**config.mk**
```make
export PLATFORM = sky130hd
export DESIGN_NAME = skt_ram
export DESIGN_NICKNAME = d
export VERILOG_FILES = /design/src/design/skt_ram.sv
export SDC_FILE = /design/constraint.sdc
export NUM_CORES = 1
export LEC_CHECK = 0
export ABC_AREA = 1
export BUFFER_PORTS_ARGS = -buffer_cell sky130_fd_sc_hd__clkbuf_2
export CAP_MARGIN = 10
export CORE_ASPECT_RATIO = 2
export CORE_MARGIN = 5
export CORE_UTILIZATION = 40
export CTS_BUF_LIST = sky130_fd_sc_hd__clkbuf_4
export CTS_CLUSTER_DIAMETER = 50
export DETAILED_ROUTE_END_ITERATION = 8
export PLACE_DENSITY_LB_ADDON = 0.12
export SLEW_MARGIN = 15
export SYNTH_ARGS = -nofsm -noshare
export SYNTH_HDL_FRONTEND = slang
export SYNTH_SLANG_ARGS = --single-unit
```
**constraint.sdc**
```tcl
create_clock -name i_clk -period 1.7 [get_ports i_clk]
set_input_delay 0.255 -clock i_clk [delete_from_list [all_inputs] [get_ports i_clk]]
set_output_delay 0.255 -clock i_clk [all_outputs]
set_load 0.02 [all_outputs]
```
**src/design/skt_ram.sv**
```systemverilog
`timescale 1ns / 1ps
// ----------------------------------------------------------------------------
// skt_ram
// Generic single-port synchronous RAM with registered read.
// ----------------------------------------------------------------------------
module skt_ram #(
    parameter int Width = 8,
    parameter int Depth = 16
) (
    input  logic                     i_clk,
    input  logic                     i_we,
    input  logic [$clog2(Depth)-1:0] i_addr,
    input  logic [Width-1:0]         i_wdata,
    output logic [Width-1:0]         o_rdata
);
    logic [Width-1:0] r_mem [Depth];
    logic [Width-1:0] r_rdata;

    always_ff @(posedge i_clk) begin
        if (i_we) r_mem[i_addr] <= i_wdata;
        r_rdata <= r_mem[i_addr];
    end

    assign o_rdata = r_rdata;
endmodule
```
After elaboration in Yosys (flattened, before gate mapping)

Memory sizes are Yosys's and may differ from the RTL's. A register that Yosys moved wholly into a read port is not among the register bits.
Cells that the tools add are included.

Bits in registers: 0
RAM bits: 128
Input port bits: 14
Output and inout bits: 8
Logic and storage cells: 3
Memories kept: 1

Memory list:

| name  | depth | width | rd ports | clocked after Yosys merged registers in | write ports | RTL line | RTL |
|---|---|---|---|---|---|---|---|
| r_mem | 16    | 8     | 1        | 1                                       | 1           | 16       | `logic [Width-1:0] r_mem [Depth];` |

Multiplexer cells: 2

Operators with widths:

| cell             | count |
|---|---|
| 2-to-1 mux 1 bit | 2 |

Logic depth before layout (Yosys ltp)

Depth after elaboration: 2
Mapped depth: 11
Gate-level depth less buffers: 9

Worst setup path before layout

OpenSTA, ideal clock, no wires.

Kind: input to register
Start: input port i_addr[1]
End: memory r_mem[3][0], enable pin
Library setup time: 0.370 ns
Arrival time: 1.262 ns
Data required time: 1.330 ns
Path slack: 0.068 ns
Cell stages on the path: 4
Path buffers: 2
Cells stage by stage: buf_2 -> clkbuf_1 -> nand3_1 -> nor2_1

RTL lines:

| what        | RTL line | RTL |
|---|---|---|
| from (decl) | 12       | `input logic [$clog2(Depth)-1:0] i_addr,` |
| to (decl)   | 16       |  |

Straight into the memory's write port.

Worst setup path after layout

Start: register r_rdata[5] (netlist: o_rdata[5]), read port of r_mem
End: output port o_rdata[5]

RTL lines:

| what        | RTL line | RTL |
|---|---|---|
| from (decl) | 17       | `logic [Width-1:0] r_rdata;` |
| to (decl)   | 14       | `output logic [Width-1:0] o_rdata` |

No word-level cell between the ends.

==> metrics <==
synthesized instance count 548; VDD IR-drop max 0.555 mV; Post-DP HPWL 8.87 mm; sequential-to-total area share from yosys stat 71.6%; number of standard-cell rows in the floorplan 61; synth warn 0; Slew @ Worst Pin 0.460 ns; Internal Dissipation 4760 µW; cell count of the worst hold path 1; chain of cells forming the critical path clkbuf_2; most used cells in the layout excluding fill and tap cells nand2_1, edfxtp_1, buf_4, inv_1, clkbuf_2; post-DR vias/cell 4.58; Skew-Pair Late Insertion Delay 0.52 ns; number of non-filler instances in the completed layout 800; Setup-failing EPs final 0; Sw Share 24.0%; CTS tree built; Net Switching 1500 µW; Net count, final 611; number of global-route vias before repair 3702; CTS H-tree depth 4; last weighted congestion value of the routability-driven placer 0.832; cts bufs inserted 17; total track usage 16.8%; static leakage 0.00275 µW; number of inserted filler cells in the final layout 1292; total via count in the routed design 3662; placed cell count 767; area added between synthesis and finish 14.0%; kind of capture point of the worst setup path primary output; data arrival time at the worst-slack endpoint 1.18 ns; logic depth of the worst path, buffers included 1; count of cell types in the netlist 11; ports placed on the boundary 22; required arrival time at the worst endpoint 1.44 ns; sink count of the clock tree 136; initial antenna violation count 1; global-route wire length before repair 20.1 mm; Post-route DRC 0; critical path's largest stage delay 0.45 ns; die footprint 0.0166 mm²; wire per inst 16.2 µm; endpoints failing hold 0; power share of the sequential group 60.1%; clock input transition at the sequential cells of the worst setup and hold paths 0.14 ns; highest net fanout along the worst path 1; number of buffers added for setup after CTS 0; final clock period utilization by the worst path 84.5%; CP top delay family flip-flops; final slew viol count 0; most common library cell in the layout ignoring fill and taps nand2_1; synthesized net count 562; total negative slack 0 ns; Total Routed Length 13.0 mm; post-route worst hold slack 0.221 ns; maximum clock rate 696 MHz; post-layout minimum cycle time 1.44 ns; path type of the worst setup path reg -> out; fraction of final layout cells with drive strength greater than 1 13.4%; number of synthesized register bits 136; power density over the cells 982 mW/mm²; Longest Clk Path Bufs 2; number of gates resized after cts 0; cell at the root of the clock tree clkbuf_4; worst hold path type in -> reg; drt first pass iters 4; maximum clock skew at final layout 0.0269 ns; die height 177 µm; cell area after technology mapping 0.00559 mm²; run status completed; mean instance size in the synthesized netlist 10.2 µm²; Horiz. Die Dim 93.6 µm; crit start category register; count of buffers inserted at the top-level ports 21; setup repair after global routing missed its margin no; Crit path buffers/inverters 1; antenna-violating nets left 0; violation count after the first detailed-route iteration 243; Gate power share 7.9%; largest net degree at the start of global routing 41; effective utilization at floorplan 40.5%; Slowest-stage cell, CP dfxtp_1; count of max-cap constraint violations 0; register-to-register path setup slack 0.72 ns; GRT overflow 0; hold buffer count at CTS 0; clock share of power 31.9%; worst slew margin relative to its limit 69.3%; core footprint 0.0138 mm²; worst r2r path cells 8
==> routing by layer <==
metal,vias to the layer above,GRT usage [%],wire length [µm]
met4,0,6.57,197
li1,1849,-,-
met5,-,0,0
met1,1733,18.3,5040
met2,67,31.6,7350
met3,13,3.02,376
==> area by class of cell <==
type	count	area, µm²	area share, %
flip-flops and latches	136	4000	62.8
multi-input cells	368	1390	21.7
repair buffers	51	393	6.16
well taps	189	236	3.71
clock buffers	18	135	2.12
clock inverters	14	135	2.12
inverters	23	86.3	1.35
diodes	1	2.50	0.0392
==> synth_stat cells <==
cell type    n  share of area (%)
edfxtp_1   128                 69
buf_2       12                1.1
inv_2        1              0.067
clkbuf_1     3               0.20
nand3_1      4               0.36
clkinv_1     1              0.067
buf_4        6               0.81
nand2_1    346                 23
dfxtp_1      8                2.9
inv_1       21                1.4
nor2_1      18                1.2
==> per-stage QoR <==
| step | worst slack (ns) | total power [µW] | area, µm² | util, % |
|---|---|---|---|---|
| after floorplan | 0.0678 | 4120 | 5590 | - |
| after CTS | 0.173 | 6340 | 6380 | 46.2 |
| after global routing | 0.180 | 6580 | 6380 | 46.2 |
| after detailed placement | 0.101 | 4360 | 6110 | 44.2 |
| after global placement | 0.0907 | 4350 | 6110 | 44.2 |
| final | 0.263 | 6260 | 6380 | 46.2 |
==> power groups by stage <==
stage / Sequential, µW / Clock [µW] / Combinational, µW
global placement: 3840 / 0 / 508
floorplan: 3870 / 0 / 258
CTS: 3770 / 2060 / 511
global route: 3770 / 2240 / 567
finish: 3770 / 2000 / 497
detailed placement: 3850 / 0 / 510
==> flip-flops by register name, summed over array words and instances, names as in the netlist <==
| signal | flops |
|---|---|
| o_rdata | 8 |
| r_mem | 128 |
==> final timing paths <==
path / endpoint / start
hold reg to reg: o_rdata[5] / r_mem[1][5]
hold / removal: r_mem[14][4] / i_wdata[4]
setup reg to reg: o_rdata[1] / r_mem[8][1]
setup / recovery: o_rdata[5] / o_rdata[5]
==> kinds of logic (layout without fill, tap and decap cells) <==
kind of cell  after synthesis  after routing  synth area share (%)
simple gates              368            368                  24.8
other cells                 0              1                     0
buf+inv                    44            106                  3.62
flops                     136            136                  71.6
(Power assumes the default switching activity.)
